--- src/dmte_pkg.sv ---
// shared types and constants for the debounced menu threshold editor
package dmte_pkg;

	localparam int CfgIdxW  = 3;
	localparam int CfgDataW = 16;
	localparam int TimeW    = 32;
	localparam int DbW      = 16;
	localparam int TempW    = 12;
	localparam int HumW     = 10;
	localparam int LightW   = 10;

	// register indexes on the config port
	localparam logic [CfgIdxW-1:0] REG_DEBOUNCE_MS = 3'd0;
	localparam logic [CfgIdxW-1:0] REG_TEMP_MIN    = 3'd1;
	localparam logic [CfgIdxW-1:0] REG_TEMP_MAX    = 3'd2;
	localparam logic [CfgIdxW-1:0] REG_HUM_MIN     = 3'd3;
	localparam logic [CfgIdxW-1:0] REG_HUM_MAX     = 3'd4;
	localparam logic [CfgIdxW-1:0] REG_LIGHT_MIN   = 3'd5;
	localparam logic [CfgIdxW-1:0] REG_LIGHT_MAX   = 3'd6;

	localparam logic [DbW-1:0]           DEBOUNCE_RST  = 16'd50;
	localparam logic signed [TempW-1:0]  TEMP_MIN_RST  = -12'sd100;
	localparam logic signed [TempW-1:0]  TEMP_MAX_RST  = 12'sd500;
	localparam logic [HumW-1:0]          HUM_MIN_RST   = 10'd0;
	localparam logic [HumW-1:0]          HUM_MAX_RST   = 10'd1000;
	localparam logic [LightW-1:0]        LIGHT_MIN_RST = 10'd0;
	localparam logic [LightW-1:0]        LIGHT_MAX_RST = 10'd1023;

	typedef enum logic [1:0] {
		MODE_VIEW  = 2'd0,
		MODE_TEMP  = 2'd1,
		MODE_HUM   = 2'd2,
		MODE_LIGHT = 2'd3
	} mode_t;

	typedef struct packed {
		mode_t                    mode;
		logic signed [TempW-1:0]  temp_limit;
		logic [HumW-1:0]          hum_limit;
		logic [LightW-1:0]        light_limit;
		logic                     save_strobe;
	} result_t;

endpackage

--- src/dmte_in_if.sv ---
// input channel: timestamp and raw button levels
interface dmte_in_if import dmte_pkg::*; ();
	logic             valid;
	logic             ready;
	logic [TimeW-1:0] now_ms;
	logic             menu_level;
	logic             up_level;
	logic             down_level;

	modport source (output valid, now_ms, menu_level, up_level, down_level, input ready);
	modport sink (input valid, now_ms, menu_level, up_level, down_level, output ready);
endinterface

--- src/dmte_out_if.sv ---
// output channel: mode, thresholds and save strobe
interface dmte_out_if import dmte_pkg::*; ();
	logic                    valid;
	logic                    ready;
	logic [1:0]              mode;
	logic signed [TempW-1:0] temp_limit;
	logic [HumW-1:0]         hum_limit;
	logic [LightW-1:0]       light_limit;
	logic                    save_strobe;

	modport source (output valid, mode, temp_limit, hum_limit, light_limit, save_strobe,
		input ready);
	modport sink (input valid, mode, temp_limit, hum_limit, light_limit, save_strobe,
		output ready);
endinterface

--- src/dmte_debounce.sv ---
// timestamp debouncer for one active-low button
module dmte_debounce import dmte_pkg::*; (
	input  logic             clk,
	input  logic             arst_n,
	input  logic             sample,
	input  logic             level,
	input  logic [TimeW-1:0] now_ms,
	input  logic [DbW-1:0]   debounce_ms,
	output logic             pressed
);

	logic             last_q;
	logic             stable_q;
	logic [TimeW-1:0] change_time_q;

	logic             changed;
	logic [TimeW-1:0] chg_time;
	logic [TimeW-1:0] elapsed;
	logic             settled;
	logic             flip;

	always_comb begin
		changed  = level != last_q;
		chg_time = changed ? now_ms : change_time_q;
		// wraps modulo 2^32
		elapsed  = now_ms - chg_time;
		settled  = elapsed >= {{(TimeW-DbW){1'b0}}, debounce_ms};
		flip     = settled && (level != stable_q);
		pressed  = sample && flip && !level;
	end

	always_ff @(posedge clk or negedge arst_n) begin
		if (!arst_n) begin
			last_q        <= 1'b1;
			stable_q      <= 1'b1;
			change_time_q <= '0;
		end else if (sample) begin
			last_q        <= level;
			change_time_q <= chg_time;
			if (flip) begin
				stable_q <= level;
			end
		end
	end

endmodule

--- src/debounced_menu_threshold_editor_unit.sv ---
// top level: debounced three-button menu that edits three thresholds
//
//  channel  dir  handshake     payload
//  in_ch    in   valid/ready   now_ms, menu_level, up_level, down_level
//  out_ch   out  valid/ready   mode, temp_limit, hum_limit, light_limit, save_strobe
//  cfg      in   cfg_we        cfg_index, cfg_data (write only)
//
// one item per cycle while in_ch.ready is high; state is updated in the cycle an
// item is taken and its result is registered into a two-entry output buffer
// in_ch.ready drops only while both buffer entries hold untaken results
// reset returns to display mode, buttons released, thresholds zero and
// config registers at their defaults; no clearing pass
module debounced_menu_threshold_editor_unit import dmte_pkg::*; (
	input  logic                clk,
	input  logic                arst_n,
	dmte_in_if.sink             in_ch,
	dmte_out_if.source          out_ch,
	input  logic                cfg_we,
	input  logic [CfgIdxW-1:0]  cfg_index,
	input  logic [CfgDataW-1:0] cfg_data
);

	// config registers
	logic [DbW-1:0]          debounce_q;
	logic signed [TempW-1:0] temp_min_q;
	logic signed [TempW-1:0] temp_max_q;
	logic [HumW-1:0]         hum_min_q;
	logic [HumW-1:0]         hum_max_q;
	logic [LightW-1:0]       light_min_q;
	logic [LightW-1:0]       light_max_q;

	// editor state
	mode_t                   mode_q;
	logic signed [TempW-1:0] temp_q;
	logic [HumW-1:0]         hum_q;
	logic [LightW-1:0]       light_q;

	// output buffer
	result_t    buf_q [2];
	logic       wr_ptr_q;
	logic       rd_ptr_q;
	logic [1:0] cnt_q;

	logic                    in_acc;
	logic                    out_acc;
	logic                    menu_press;
	logic                    up_press;
	logic                    down_press;
	logic                    edit_en;
	logic                    save;
	mode_t                   mode_nxt;
	logic signed [TempW-1:0] temp_up;
	logic signed [TempW-1:0] temp_nxt;
	logic [HumW-1:0]         hum_up;
	logic [HumW-1:0]         hum_nxt;
	logic [LightW-1:0]       light_up;
	logic [LightW-1:0]       light_nxt;
	result_t                 res;

	assign in_ch.ready = cnt_q != 2'd2;
	assign in_acc      = in_ch.valid && in_ch.ready;
	assign out_ch.valid = cnt_q != 2'd0;
	assign out_acc     = out_ch.valid && out_ch.ready;

	always_ff @(posedge clk or negedge arst_n) begin
		if (!arst_n) begin
			debounce_q  <= DEBOUNCE_RST;
			temp_min_q  <= TEMP_MIN_RST;
			temp_max_q  <= TEMP_MAX_RST;
			hum_min_q   <= HUM_MIN_RST;
			hum_max_q   <= HUM_MAX_RST;
			light_min_q <= LIGHT_MIN_RST;
			light_max_q <= LIGHT_MAX_RST;
		end else if (cfg_we) begin
			case (cfg_index)
				REG_DEBOUNCE_MS: debounce_q  <= cfg_data[DbW-1:0];
				REG_TEMP_MIN:    temp_min_q  <= cfg_data[TempW-1:0];
				REG_TEMP_MAX:    temp_max_q  <= cfg_data[TempW-1:0];
				REG_HUM_MIN:     hum_min_q   <= cfg_data[HumW-1:0];
				REG_HUM_MAX:     hum_max_q   <= cfg_data[HumW-1:0];
				REG_LIGHT_MIN:   light_min_q <= cfg_data[LightW-1:0];
				REG_LIGHT_MAX:   light_max_q <= cfg_data[LightW-1:0];
				default: ;
			endcase
		end
	end

	dmte_debounce u_menu (
		.clk         (clk),
		.arst_n      (arst_n),
		.sample      (in_acc),
		.level       (in_ch.menu_level),
		.now_ms      (in_ch.now_ms),
		.debounce_ms (debounce_q),
		.pressed     (menu_press)
	);

	// up and down are only sampled when the new mode is an edit mode
	dmte_debounce u_up (
		.clk         (clk),
		.arst_n      (arst_n),
		.sample      (in_acc && edit_en),
		.level       (in_ch.up_level),
		.now_ms      (in_ch.now_ms),
		.debounce_ms (debounce_q),
		.pressed     (up_press)
	);

	dmte_debounce u_down (
		.clk         (clk),
		.arst_n      (arst_n),
		.sample      (in_acc && edit_en),
		.level       (in_ch.down_level),
		.now_ms      (in_ch.now_ms),
		.debounce_ms (debounce_q),
		.pressed     (down_press)
	);

	always_comb begin
		mode_nxt = mode_q;
		save     = 1'b0;
		if (menu_press) begin
			if (mode_q == MODE_LIGHT) begin
				mode_nxt = MODE_VIEW;
				save     = 1'b1;
			end else begin
				mode_nxt = mode_t'(mode_q + 2'd1);
			end
		end
	end

	assign edit_en = mode_nxt != MODE_VIEW;

	always_comb begin
		// up is applied first, then down on the result
		temp_up   = (up_press && mode_nxt == MODE_TEMP && temp_q < temp_max_q)
			? temp_q + 12'sd1 : temp_q;
		temp_nxt  = (down_press && mode_nxt == MODE_TEMP && temp_up > temp_min_q)
			? temp_up - 12'sd1 : temp_up;
		hum_up    = (up_press && mode_nxt == MODE_HUM && hum_q < hum_max_q)
			? hum_q + 10'd1 : hum_q;
		hum_nxt   = (down_press && mode_nxt == MODE_HUM && hum_up > hum_min_q)
			? hum_up - 10'd1 : hum_up;
		light_up  = (up_press && mode_nxt == MODE_LIGHT && light_q < light_max_q)
			? light_q + 10'd1 : light_q;
		light_nxt = (down_press && mode_nxt == MODE_LIGHT && light_up > light_min_q)
			? light_up - 10'd1 : light_up;

		res.mode        = mode_nxt;
		res.temp_limit  = temp_nxt;
		res.hum_limit   = hum_nxt;
		res.light_limit = light_nxt;
		res.save_strobe = save;
	end

	always_ff @(posedge clk or negedge arst_n) begin
		if (!arst_n) begin
			mode_q  <= MODE_VIEW;
			temp_q  <= '0;
			hum_q   <= '0;
			light_q <= '0;
		end else if (in_acc) begin
			mode_q  <= mode_nxt;
			temp_q  <= temp_nxt;
			hum_q   <= hum_nxt;
			light_q <= light_nxt;
		end
	end

	always_ff @(posedge clk or negedge arst_n) begin
		if (!arst_n) begin
			wr_ptr_q <= 1'b0;
			rd_ptr_q <= 1'b0;
			cnt_q    <= 2'd0;
		end else begin
			if (in_acc) begin
				wr_ptr_q <= !wr_ptr_q;
			end
			if (out_acc) begin
				rd_ptr_q <= !rd_ptr_q;
			end
			case ({in_acc, out_acc})
				2'b10:   cnt_q <= cnt_q + 2'd1;
				2'b01:   cnt_q <= cnt_q - 2'd1;
				default: cnt_q <= cnt_q;
			endcase
		end
	end

	always_ff @(posedge clk) begin
		if (in_acc) begin
			buf_q[wr_ptr_q] <= res;
		end
	end

	assign out_ch.mode        = buf_q[rd_ptr_q].mode;
	assign out_ch.temp_limit  = buf_q[rd_ptr_q].temp_limit;
	assign out_ch.hum_limit   = buf_q[rd_ptr_q].hum_limit;
	assign out_ch.light_limit = buf_q[rd_ptr_q].light_limit;
	assign out_ch.save_strobe = buf_q[rd_ptr_q].save_strobe;

endmodule
--- src/flat_wrapper.sv ---
// flat-port wrapper written by rule: the top's interface ports become plain ports
module debounced_menu_threshold_editor_unit_flat import dmte_pkg::*;
  (clk, arst_n, cfg_we, cfg_index, cfg_data, in_ch_valid, in_ch_now_ms, in_ch_menu_level, in_ch_up_level, in_ch_down_level, in_ch_ready, out_ch_valid, out_ch_mode, out_ch_temp_limit, out_ch_hum_limit, out_ch_light_limit, out_ch_save_strobe, out_ch_ready);
  dmte_in_if in_ch_i ();
  dmte_out_if out_ch_i ();
  input  logic clk;
  input  logic arst_n;
  input  logic cfg_we;
  input  logic [CfgIdxW-1:0] cfg_index;
  input  logic [CfgDataW-1:0] cfg_data;
  input wire logic [$bits(in_ch_i.valid)-1:0] in_ch_valid;
  input wire logic [$bits(in_ch_i.now_ms)-1:0] in_ch_now_ms;
  input wire logic [$bits(in_ch_i.menu_level)-1:0] in_ch_menu_level;
  input wire logic [$bits(in_ch_i.up_level)-1:0] in_ch_up_level;
  input wire logic [$bits(in_ch_i.down_level)-1:0] in_ch_down_level;
  output wire logic [$bits(in_ch_i.ready)-1:0] in_ch_ready;
  output wire logic [$bits(out_ch_i.valid)-1:0] out_ch_valid;
  output wire logic [$bits(out_ch_i.mode)-1:0] out_ch_mode;
  output wire logic [$bits(out_ch_i.temp_limit)-1:0] out_ch_temp_limit;
  output wire logic [$bits(out_ch_i.hum_limit)-1:0] out_ch_hum_limit;
  output wire logic [$bits(out_ch_i.light_limit)-1:0] out_ch_light_limit;
  output wire logic [$bits(out_ch_i.save_strobe)-1:0] out_ch_save_strobe;
  input wire logic [$bits(out_ch_i.ready)-1:0] out_ch_ready;
  assign in_ch_i.valid = in_ch_valid;
  assign in_ch_i.now_ms = in_ch_now_ms;
  assign in_ch_i.menu_level = in_ch_menu_level;
  assign in_ch_i.up_level = in_ch_up_level;
  assign in_ch_i.down_level = in_ch_down_level;
  assign in_ch_ready = in_ch_i.ready;
  assign out_ch_valid = out_ch_i.valid;
  assign out_ch_mode = out_ch_i.mode;
  assign out_ch_temp_limit = out_ch_i.temp_limit;
  assign out_ch_hum_limit = out_ch_i.hum_limit;
  assign out_ch_light_limit = out_ch_i.light_limit;
  assign out_ch_save_strobe = out_ch_i.save_strobe;
  assign out_ch_i.ready = out_ch_ready;
  debounced_menu_threshold_editor_unit u_core (.clk(clk), .arst_n(arst_n), .in_ch(in_ch_i), .out_ch(out_ch_i), .cfg_we(cfg_we), .cfg_index(cfg_index), .cfg_data(cfg_data));
endmodule
--- config.mk ---
export PLATFORM = sky130hd
export DESIGN_NAME = debounced_menu_threshold_editor_unit_flat
export DESIGN_NICKNAME = d
export VERILOG_FILES = /design/src/dmte_pkg.sv /design/src/dmte_in_if.sv /design/src/dmte_out_if.sv /design/src/dmte_debounce.sv /design/src/debounced_menu_threshold_editor_unit.sv /design/src/flat_wrapper.sv
export SDC_FILE = /design/constraint.sdc
export NUM_CORES = 1
export LEC_CHECK = 0
export ABC_AREA = 1
export BUFFER_PORTS_ARGS = -buffer_cell sky130_fd_sc_hd__buf_4
export CORE_AREA = 3 3 255 257
export CTS_BUF_LIST = sky130_fd_sc_hd__clkbuf_4 sky130_fd_sc_hd__clkbuf_8
export DETAILED_ROUTE_END_ITERATION = 10
export DIE_AREA = 0 0 258 260
export GPL_TIMING_DRIVEN = 0
export PLACE_DENSITY_LB_ADDON = 0.15
export SETUP_SLACK_MARGIN = 0.2
export SYNTH_ARGS = -nofsm -noshare
export SYNTH_HDL_FRONTEND = slang
export SYNTH_SLANG_ARGS = --single-unit
--- constraint.sdc ---
create_clock -name clk -period 9.6 [get_ports clk]
set_input_delay 1.92 -clock clk [delete_from_list [all_inputs] [get_ports clk]]
set_output_delay 1.92 -clock clk [all_outputs]
set_load 0.02 [all_outputs]
==> out/metrics.cfg, run 1 <==
[outcome]
status = complete, no violations

[die]
core-area_um2 = 63000
die_x_um = 258
start_util_pct = 35.0
die_h_um = 260
dieArea_um2 = 67100
row_count = 92
ios = 96

[detailed_routing]
final_antenna_net_count = 0
vias_per_cell = 5.00
wl_mm = 72.0
drtPass1Iterations = 5
vias = 20500
drcViolationCount = 0
drtIter0Drc = 1101
wire_per_inst_um = 17.6

[synthesis]
syn_nets = 3295
avgSynthCellArea_um2 = 7.26
synth.distinct_cells = 52
ys_seq_area_share_pct = 34.8
synth_cells = 3034
yosys_warnings = 0
syn_area_um2 = 22000
ys_ff_latch = 290

[cells_and_area]
layout_commonest_cell = nand2_1
area_delta_synth_final_pct = 14.8
nets = 3468
final_area_um2 = 25300
fin_util_pct = 40.1
final_cell_mix = nand2_1 (905), inv_1 (387), o21ai_0 (342)
layout-drive-gt1-share_pct = 11.0

[clocking]
cts_buffers = 54
cts_root_buf = clkbuf_8
clock-sinks = 290
cts_tree = built
clkLatencyLatePin_ns = 0.70
clk_pin_slew_ns = 0.06
clock_path_buffers = 3
cts_max_level = 2

[global_routing]
grtUsageMet1_pct = 27.5
grt_max_degree = 90
use_met2_pct = 37.1
grt_pass1_vias = 20300
grt_pass1_wl_mm = 113
grt-busiest-layer = met2
grtUsageMet3_pct = 2.38
antenna_found_initial = 3
grt_use_total_pct = 21.3
grt_overflow = 0

[setup_path]
cpMostUsedCell = nand2_1
endpoint_kind = register
r2r_end = u_core.buf_q[1][19]$_DFFE_PP_
r2r_slack_ns = 1.78
r2r-start = u_core.u_menu.last_q$_DFFE_PN1P_
critPathMaxFanout = 10
crit_path_max_incr_delay_ns = 0.36
start_kind = input port
slowest_stage = nor3_2
required_ns = 10.03
r2r_cells = 49
crit_end = u_core.buf_q[1][19]$_DFFE_PP_
crit_arrival_ns = 9.23
crit_start = in_ch_up_level
critical_path_class = input port to register

[hold_path]
hold_class = register to register

[power_and_ir_drop]
p_leak_nw = 12.3
ir_drop_v = 0.000131
p_per_area_nw_per_um2 = 333

[sta]
setup_viol = 0
slew_headroom_pct = 43.7
max_freq_mhz = 114
tightest_slew_ns = 0.843
fin_skew_ns = 0.0553
rsz0062_at_grt = no
worst_slack_ns = 0.806
period_share_pct = 91.6
drv_slew = 0
hold_viol = 0
period_needed_ns = 8.79
whs_ns = 0.477

[placement]
gp_congestion = 0.914
dp_slack_ns = -1.12
portBuffers = 95
placed_area_um2 = 23900
dp_hpwl_mm = 58.9

[flow_run]
drv_cap = 0

-- worst max-delay path, delay by kind of cell --
kind / cells / cell delay (ns)
AOI/OAI and AO/OA: 12 / 2.30
and+or+nand+nor: 15 / 2.53
xor gates and xnor gates: 1 / 0.17
adders and majority gates: 3 / 0.94
buffers and inverters: 8 / 1.36
-- power breakdown --
group          switching, W  internal, W  leakage [nW]
clock network      0.000579     0.000702         0.603
registers          0.000239      0.00175          3.29
logic               0.00335      0.00180          8.41
-- layer usage --
metal,share of wire (%),up-vias
li1,-,10300
met1,45,9600
met2,48,431
met3,3.5,131
met4,3.6,2
met5,0.018,-
-- synthesized netlist by cell type (all sizes together) --
| library cell | number | share of area (%) |
|---|---|---|
| a2111oi | 1 | 0.040 |
| a211oi | 7 | 0.24 |
| a21boi | 5 | 0.17 |
| a21o | 9 | 0.31 |
| a21oi | 163 | 3.7 |
| a221oi | 4 | 0.16 |
| a31oi | 18 | 0.51 |
| a32oi | 1 | 0.040 |
| and3 | 2 | 0.057 |
| buf | 9 | 0.30 |
| clkbuf | 56 | 0.95 |
| clkinv | 2 | 0.034 |
| dfrtp | 181 | 21 |
| dfstp | 39 | 4.7 |
| edfxtp | 70 | 9.5 |
| fa | 2 | 0.18 |
| ha | 200 | 11 |
| inv | 395 | 6.7 |
| nand2 | 930 | 16 |
| nand3 | 121 | 3.2 |
| nand3b | 4 | 0.15 |
| nand4 | 33 | 0.99 |
| nor2 | 207 | 3.9 |
| nor3 | 34 | 0.85 |
| nor3b | 2 | 0.068 |
| nor4 | 8 | 0.23 |
| o2111ai | 3 | 0.12 |
| o211ai | 15 | 0.51 |
| o21a | 3 | 0.10 |
| o21ai | 361 | 8.3 |
| o21bai | 8 | 0.27 |
| o221ai | 4 | 0.16 |
| o31ai | 3 | 0.10 |
| o41ai | 2 | 0.080 |
| or2 | 3 | 0.085 |
| xnor2 | 41 | 1.6 |
| xor2 | 88 | 3.5 |
-- cell families after synthesis --
family                     count (synthesis)  share of synthesized area (%)
AOI/OAI and AO/OA                        607                           14.8
xor gates and xnor gates                 129                           5.13
and+or+nand+nor                         1344                           25.7
DFF                                      290                           34.8
adders and majority gates                202                           11.5
buffers and inverters                    462                           8.02
-- what timing repair did --
action | in CTS | in global routing
setup buffers | 0 | 18
endpoints found under the setup margin | 85 | 85
pin swaps | 0 | 9
hold buffers | 0 | 0
gates resized for setup | 8 | 35
-- worst min path at each step --
stage | from | cells after the start | slack, ns | end
after floorplan | u_core.hum_max_q[0]$_DFFE_PN0P_ | 2 | 0.45 | u_core.hum_max_q[0]$_DFFE_PN0P_
after global placement | u_core.u_down.change_time_q[18]$_DFFE_PN0P_ | 2 | 0.46 | u_core.u_down.change_time_q[18]$_DFFE_PN0P_
after detailed placement | u_core.u_down.change_time_q[16]$_DFFE_PN0P_ | 2 | 0.47 | u_core.u_down.change_time_q[16]$_DFFE_PN0P_
after CTS | u_core.u_up.change_time_q[9]$_DFFE_PN0P_ | 2 | 0.48 | u_core.u_up.change_time_q[9]$_DFFE_PN0P_
after global routing | u_core.u_down.change_time_q[20]$_DFFE_PN0P_ | 2 | 0.50 | u_core.u_down.change_time_q[20]$_DFFE_PN0P_
final | u_core.u_down.change_time_q[16]$_DFFE_PN0P_ | 2 | 0.48 | u_core.u_down.change_time_q[16]$_DFFE_PN0P_
-- metrics by stage --
step                      total power [W]  setup TNS [ns]  instances
after floorplan                   0.00559               0       3034
after global placement            0.00700          -69.90       3975
after detailed placement          0.00712          -76.00       3979
after CTS                         0.00845               0       4078
after global routing              0.00930               0       4097
final                             0.00842               0       4097
-- layout make-up --
class	count	area, um^2
inverter	397	1500
sequential	290	7660
timing repair buffer	117	951
buffer	65	290
antenna	1	2.50
multi-input combinational	2282	12700
clock inverter	19	179
tap	846	1060
clock buffer	80	957
fill	6622	37700
-- flip-flops by register name, summed over array words and instances, names as in the netlist --
signal                       cells
u_core.buf_q                    70
u_core.cnt_q                     2
u_core.debounce_q               16
u_core.hum_max_q                10
u_core.hum_min_q                10
u_core.hum_q                    10
u_core.light_max_q              10
u_core.light_min_q              10
u_core.light_q                  10
u_core.mode_q                    2
u_core.rd_ptr_q                  1
u_core.temp_max_q               12
u_core.temp_min_q               12
u_core.temp_q                   12
u_core.u_down.change_time_q     32
u_core.u_down.last_q             1
u_core.u_down.stable_q           1
u_core.u_menu.change_time_q     32
u_core.u_menu.last_q             1
u_core.u_menu.stable_q           1
u_core.u_up.change_time_q       32
u_core.u_up.last_q               1
u_core.u_up.stable_q             1
u_core.wr_ptr_q                  1
Power figures use the tool's default switching activity.
==> inputs of run 2 (changes only) <==
--- a/config.mk
+++ b/config.mk
@@ -8,7 +8,7 @@
 export ABC_AREA = 1
 export BUFFER_PORTS_ARGS = -buffer_cell sky130_fd_sc_hd__buf_4
 export CORE_AREA = 3 3 255 257
-export CTS_BUF_LIST = sky130_fd_sc_hd__clkbuf_4 sky130_fd_sc_hd__clkbuf_8
+export CTS_BUF_LIST = sky130_fd_sc_hd__clkbuf_2 sky130_fd_sc_hd__clkbuf_4 sky130_fd_sc_hd__clkbuf_8
 export DETAILED_ROUTE_END_ITERATION = 10
 export DIE_AREA = 0 0 258 260
 export GPL_TIMING_DRIVEN = 0
==> constraint.sdc (replaced) <==
create_clock -name clk -period 10.1 [get_ports clk]
set_input_delay 2.02 -clock clk [delete_from_list [all_inputs] [get_ports clk]]
set_output_delay 2.02 -clock clk [all_outputs]
set_load 0.02 [all_outputs]
==> out/metrics.cfg, run 2 (synthesis gave the netlist of run 1 again) <==
[power_and_ir_drop]
p_per_area_nw_per_um2 = 317  ; -4.9%
p_leak_nw = 12.3  ; -0.41%
ir_drop_v = 0.000125  ; -5.0%

[die]
dieArea_um2 = 67100  ; unchanged
row_count = 92  ; unchanged
core-area_um2 = 63000  ; unchanged
die_h_um = 260  ; unchanged
start_util_pct = 35.0  ; unchanged
ios = 96  ; unchanged
die_x_um = 258  ; unchanged

[clocking]
cts_tree = built
cts_buffers = 54  ; unchanged
clkLatencyLatePin_ns = 0.70  ; about the same
clock_path_buffers = 3  ; unchanged
cts_root_buf = clkbuf_8
clock-sinks = 290  ; unchanged
clk_pin_slew_ns = 0.06  ; about the same
hold_buffers = 0  ; unchanged
cts_max_level = 2  ; unchanged

[detailed_routing]
wire_per_inst_um = 17.6  ; about the same
drcViolationCount = 0  ; unchanged
vias_per_cell = 4.99  ; -0.22%
wl_mm = 71.8  ; -0.20%
drtPass1Iterations = 5  ; unchanged
final_antenna_net_count = 0  ; unchanged
drtIter0Drc = 1107  ; +0.54%
vias = 20400  ; -0.46%

[global_routing]
grt_overflow = 0  ; unchanged
grt_pass1_wl_mm = 112  ; about the same
grt_use_total_pct = 21.3  ; about the same
antenna_found_initial = 3  ; unchanged
grt_pass1_vias = 20300  ; -0.034%
grt_max_degree = 90  ; unchanged

[cells_and_area]
largest_reg_flops = 70  ; unchanged
top_register = u_core.buf_q
num-fill-cells = 6636  ; +0.21%
fin_util_pct = 39.9  ; -0.19 points
final_area_um2 = 25200  ; -0.49%
layout_commonest_cell = nand2_1
nets = 3458  ; -0.29%
final_cells = 4087  ; -0.24%
layout-drive-gt1-share_pct = 10.4  ; -0.61 points
area_delta_synth_final_pct = 14.2
final_cell_mix = nand2_1 (908), inv_1 (388), o21ai_0 (347)

[sta]
drv_slew = 0  ; unchanged
fin_skew_ns = 0.0550  ; -0.000206 ns
period_share_pct = 91.4
setup_viol = 0  ; unchanged
tightest_slew_ns = 0.869  ; +0.0263 ns
period_needed_ns = 9.23
setup_tns_ns = 0  ; unchanged
hold_viol = 0  ; unchanged
rsz0062_at_grt = no
slew_headroom_pct = 41.9  ; -1.8 points
max_freq_mhz = 108

[placement]
placed_area_um2 = 23900  ; unchanged
dp_hpwl_mm = 58.9  ; unchanged
portBuffers = 95  ; unchanged
dp.cells = 3979  ; unchanged
gp_congestion = 0.914  ; unchanged

[setup_path]
start_kind = input port
critPathMaxFanout = 10  ; unchanged
crit_path_max_incr_delay_ns = 0.52  ; +0.16 ns
critical_path_class = input port to register
crit_start = in_ch_up_level
slowest_stage = o21ai_0
required_ns = 10.54  ; +0.51 ns
r2r-start = u_core.u_menu.last_q$_DFFE_PN1P_
endpoint_kind = register
cpMostUsedCell = nand2_1
crit_arrival_ns = 9.67  ; +0.44 ns

[hold_path]
worstHoldStart = u_core.u_down.change_time_q[16]$_DFFE_PN0P_
hold_class = register to register

[outcome]
status = complete, no violations

[flow_run]
drv_cap = 0  ; unchanged

-- run 2: changes by cell type in the layout (fill, tap and decap cells not counted), moves of 2 or more --
cell,previous run,this run
clkbuf_2,2,5
nand2_1,905,908
nor2_1,174,177
buf_4,113,102
nor3_2,3,1
o21ai_0,342,347
nor2_2,24,21
nor3_1,30,32
nand2_2,20,17
o21ai_1,14,9
-- run 2: final timing paths --
| check | end | slack (ns) | cells after the start |
|---|---|---|---|
| setup / recovery | u_core.buf_q[1][9]$_DFFE_PP_ | 0.87 | 41 |
| hold / removal | u_core.u_down.change_time_q[16]$_DFFE_PN0P_ | 0.48 | 2 |
| setup reg to reg | u_core.buf_q[0][20]$_DFFE_PP_ | 2.05 | 48 |
| hold reg to reg | u_core.u_down.change_time_q[16]$_DFFE_PN0P_ | 0.48 | 2 |
| max in group asynchronous | u_core.hum_max_q[3]$_DFFE_PN1P_ | 8.02 | 2 |
| min in group asynchronous | u_core.rd_ptr_q$_DFFE_PN0P_ | 1.25 | 1 |
-- run 2: layer usage --
layer / track usage (%) / share of wire [%]
met4: 7.36 / 3.5
met5: 0 / 0.018
met2: 37.1 / 48
met3: 2.38 / 3.6
met1: 27.5 / 45
-- run 2: power breakdown --
group | internal [W] | total (W) | switching [W]
sequential | 0.00166 | 0.00189 | 0.000227
clock | 0.000667 | 0.00122 | 0.000552
combinational | 0.00169 | 0.00487 | 0.00317
total | 0.00402 | 0.00797 | 0.00395
-- run 2: what timing repair did --
| item | in CTS | in global routing |
|---|---|---|
| cloned | 0 | 0 |
| buffers inserted | 0 | 8 |
| endpoints found under the hold margin | 0 | 0 |
| setup endpoints to repair | 39 | 64 |
| pin swaps | 0 | 5 |
| gates resized for setup | 2 | 18 |
-- run 2: area by class of cell --
| class | count | area (um^2) | share of cell area (%) |
|---|---|---|---|
| multi-input cells | 2282 | 12600 | 50.3 |
| flip-flops and latches | 290 | 7660 | 30.4 |
| inverters | 397 | 1500 | 5.95 |
| diodes | 1 | 2.50 | 0.00995 |
| clock inverters | 19 | 179 | 0.711 |
| repair buffers | 107 | 876 | 3.48 |
| plain buffers | 65 | 285 | 1.13 |
| clock buffers | 80 | 957 | 3.81 |
| well taps | 846 | 1060 | 4.21 |
-- run 2: metrics by stage --
| step | power [W] | hold WS (ns) | worst slack, ns |
|---|---|---|---|
| 2_1_floorplan | 0.00532 | 0.448 | 1.96 |
| 3_5_place_dp | 0.00676 | 0.468 | -0.716 |
| 6_report | 0.00797 | 0.477 | 0.871 |
| 5_1_grt | 0.00881 | 0.499 | 0.183 |
| 3_3_place_gp | 0.00665 | 0.461 | -0.680 |
| 4_1_cts | 0.00803 | 0.481 | 0.342 |
-- run 2: critical path, delay by kind of cell --
kind / cells / cell delay, ns
buf+inv: 10 / 1.65
xor+xnor: 1 / 0.17
compound gates: 9 / 2.68
fa+ha+maj: 3 / 0.74
simple gates: 18 / 2.34
==> inputs of run 3 (changes only) <==
--- a/config.mk
+++ b/config.mk
@@ -7,10 +7,10 @@
 export LEC_CHECK = 0
 export ABC_AREA = 1
 export BUFFER_PORTS_ARGS = -buffer_cell sky130_fd_sc_hd__buf_4
-export CORE_AREA = 3 3 255 257
+export CORE_AREA = 3 3 229 287
 export CTS_BUF_LIST = sky130_fd_sc_hd__clkbuf_2 sky130_fd_sc_hd__clkbuf_4 sky130_fd_sc_hd__clkbuf_8
 export DETAILED_ROUTE_END_ITERATION = 10
-export DIE_AREA = 0 0 258 260
+export DIE_AREA = 0 0 232 290
 export GPL_TIMING_DRIVEN = 0
 export PLACE_DENSITY_LB_ADDON = 0.15
 export SETUP_SLACK_MARGIN = 0.2
==> out/metrics.cfg, run 3 (synthesis gave the netlist of run 1 again) <==
[placement]
dp_slack_ns = -0.376  ; +0.340 ns
dp_hpwl_mm = 59.0  ; +0.14%
dp.cells = 3973  ; -0.15%
portBuffers = 95  ; unchanged
gp_congestion = 0.968  ; +5.9%

[cells_and_area]
top_register = u_core.buf_q
largest_reg_flops = 70  ; unchanged
regArea_um2 = 7660  ; unchanged
area_delta_synth_final_pct = 14.7
final_cells = 4081  ; -0.15%
layout-drive-gt1-share_pct = 10.5  ; +0.093 points
layout_commonest_cell = nand2_1
num-fill-cells = 6614  ; -0.33%
nets = 3458  ; unchanged
multi_input_area_um2 = 12700  ; +0.11%
final_cell_mix = nand2_1 (908), inv_1 (388), o21ai_0 (347)

[clocking]
cts_root_buf = clkbuf_8
clock-sinks = 290  ; unchanged
clkLatencyLatePin_ns = 0.66  ; -0.04 ns
cts_max_level = 2  ; unchanged
hold_buffers = 0  ; unchanged
clk_pin_slew_ns = 0.06  ; about the same
clock_path_buffers = 3  ; unchanged
cts_tree = built
cts_buffers = 52  ; -3.7%

[sta]
tightest_slew_ns = 0.822  ; -0.0466 ns
whs_ns = 0.480  ; +0.00309 ns
rsz0062_at_grt = no
period_needed_ns = 9.20  ; -0.0302 ns
fin_skew_ns = 0.0351  ; -0.0200 ns
worst_slack_ns = 0.901  ; +0.0302 ns
max_freq_mhz = 109  ; +0.33%
slew_headroom_pct = 45.2  ; +3.2 points
drv_slew = 0  ; unchanged
setup_tns_ns = 0  ; unchanged
period_share_pct = 91.1  ; -0.30 points
setup_viol = 0  ; unchanged
hold_viol = 0  ; unchanged

[detailed_routing]
drcViolationCount = 0  ; unchanged
final_antenna_net_count = 0  ; unchanged
vias_per_cell = 5.03  ; +0.83%
wl_mm = 71.7  ; -0.22%
wire_per_inst_um = 17.6  ; about the same
vias = 20500  ; +0.68%
drtPass1Iterations = 5  ; unchanged
drtIter0Drc = 1464  ; +32%

[die]
row_count = 103  ; +12%
start_util_pct = 34.9  ; -0.10 points
dieArea_um2 = 67300  ; +0.30%
ios = 96  ; unchanged
die_x_um = 232  ; -10%
core-area_um2 = 63100  ; +0.29%
die_h_um = 290  ; +12%

[outcome]
status = complete, no violations

[power_and_ir_drop]
p_per_area_nw_per_um2 = 318  ; +0.39%
p_total_w = 0.00804  ; +0.87%
comb_power_share_pct = 60.4  ; -0.6 points
p_sw_w = 0.00393  ; -0.58%
ir_drop_v = 0.000135  ; +8.5%
p_leak_nw = 12.3  ; +0.35%
power_frac_clock_pct = 16.1  ; +0.8 points
switching_share_pct = 48.8  ; -0.71 points
p_int_w = 0.00412  ; +2.3%
power_frac_seq_pct = 23.5  ; -0.2 points

[setup_path]
cpMostUsedCell = nand2_1
required_ns = 10.59  ; +0.05 ns
critical_path_class = input port to register
start_kind = input port
crit_arrival_ns = 9.69  ; +0.02 ns
slowest_stage = fa_1
r2r_slack_ns = 2.01  ; -0.04 ns
crit_path_max_incr_delay_ns = 0.41  ; -0.11 ns
crit_end = u_core.buf_q[1][7]$_DFFE_PP_
endpoint_kind = register
crit_start = in_ch_up_level
r2r_end = u_core.buf_q[0][29]$_DFFE_PP_
r2r-start = u_core.u_menu.last_q$_DFFE_PN1P_
r2r_cells = 50  ; +4.2%
critPathMaxFanout = 10  ; unchanged

[global_routing]
grt_pass1_wl_mm = 111  ; -1.0%
grt_max_degree = 81  ; -10%
grt_pass1_vias = 20100  ; -1.3%
antenna_found_initial = 1  ; -2
grt_overflow = 0  ; unchanged
grt_use_total_pct = 21.0  ; -0.30 points

[hold_path]
hold_class = register to register
worstHoldStart = u_core.u_up.change_time_q[8]$_DFFE_PN0P_

[flow_run]
drv_cap = 0  ; unchanged

[run 3: cell types whose count changed in the layout (fill, tap and decap cells not counted), sizes merged]
cell,before,now
bufinv,2,7
clkinv,15,20
buf,115,116
clkbuf,137,124
clkinvlp,3,7
inv,396,394
[run 3: final cells by class]
class / instances / share of cell area, %
plain buffers: 65 / 1.14
inverters: 397 / 5.93
diodes: 1 / 0.00990
flip-flops and latches: 290 / 30.3
clock inverters: 31 / 1.43
multi-input cells: 2282 / 50.1
well taps: 840 / 4.16
clock buffers: 66 / 3.45
repair buffers: 109 / 3.53
[run 3: power groups by stage]
| stage | clock, W | combinational (W) | sequential, W |
|---|---|---|---|
| 2_1_floorplan | 0 | 0.00348 | 0.00184 |
| 3_3_place_gp | 0 | 0.00471 | 0.00190 |
| 3_5_place_dp | 0 | 0.00482 | 0.00190 |
| 4_1_cts | 0.00134 | 0.00484 | 0.00189 |
| 5_1_grt | 0.00139 | 0.00552 | 0.00194 |
| 6_report | 0.00130 | 0.00486 | 0.00189 |
[run 3: critical path: cells and delay by family]
kind | cells | cell delay, ns
fa+ha+maj | 4 | 1.20
buf+inv | 10 | 1.68
simple gates | 22 | 2.87
xor+xnor | 2 | 0.40
compound gates | 7 | 1.46
[run 3: worst min path at each step]
stage	endpoint	slack, ns	cells after the start
2_1_floorplan	u_core.hum_max_q[0]$_DFFE_PN0P_	0.45	2
3_3_place_gp	u_core.u_down.change_time_q[11]$_DFFE_PN0P_	0.46	2
3_5_place_dp	u_core.u_up.change_time_q[21]$_DFFE_PN0P_	0.47	2
4_1_cts	u_core.u_down.change_time_q[18]$_DFFE_PN0P_	0.48	2
5_1_grt	u_core.u_menu.change_time_q[28]$_DFFE_PN0P_	0.50	2
6_report	u_core.u_up.change_time_q[8]$_DFFE_PN0P_	0.48	2
[run 3: per-layer routing]
layer | part of all wire, % | wire (um) | global-route usage, %
met1 | 41 | 29200 | 24.4
met2 | 52 | 37100 | 39.3
met3 | 3.4 | 2450 | 2.21
met4 | 4.1 | 2930 | 8.08
met5 | 0 | 0 | 0
[run 3: through the flow]
stage / instance area, um^2 / util (%)
global route: 25300 / 40.0
finish: 25300 / 40.0
floorplan: 22000 / -
detailed placement: 23900 / 37.9
global placement: 23800 / 37.7
CTS: 25100 / 39.8
[run 3: what timing repair did]
item / CTS / global route
gates resized for setup: 0 / 28
buffers inserted: 0 / 10
endpoints found under the hold margin: 0 / 0
endpoints found under the setup margin: 0 / 81
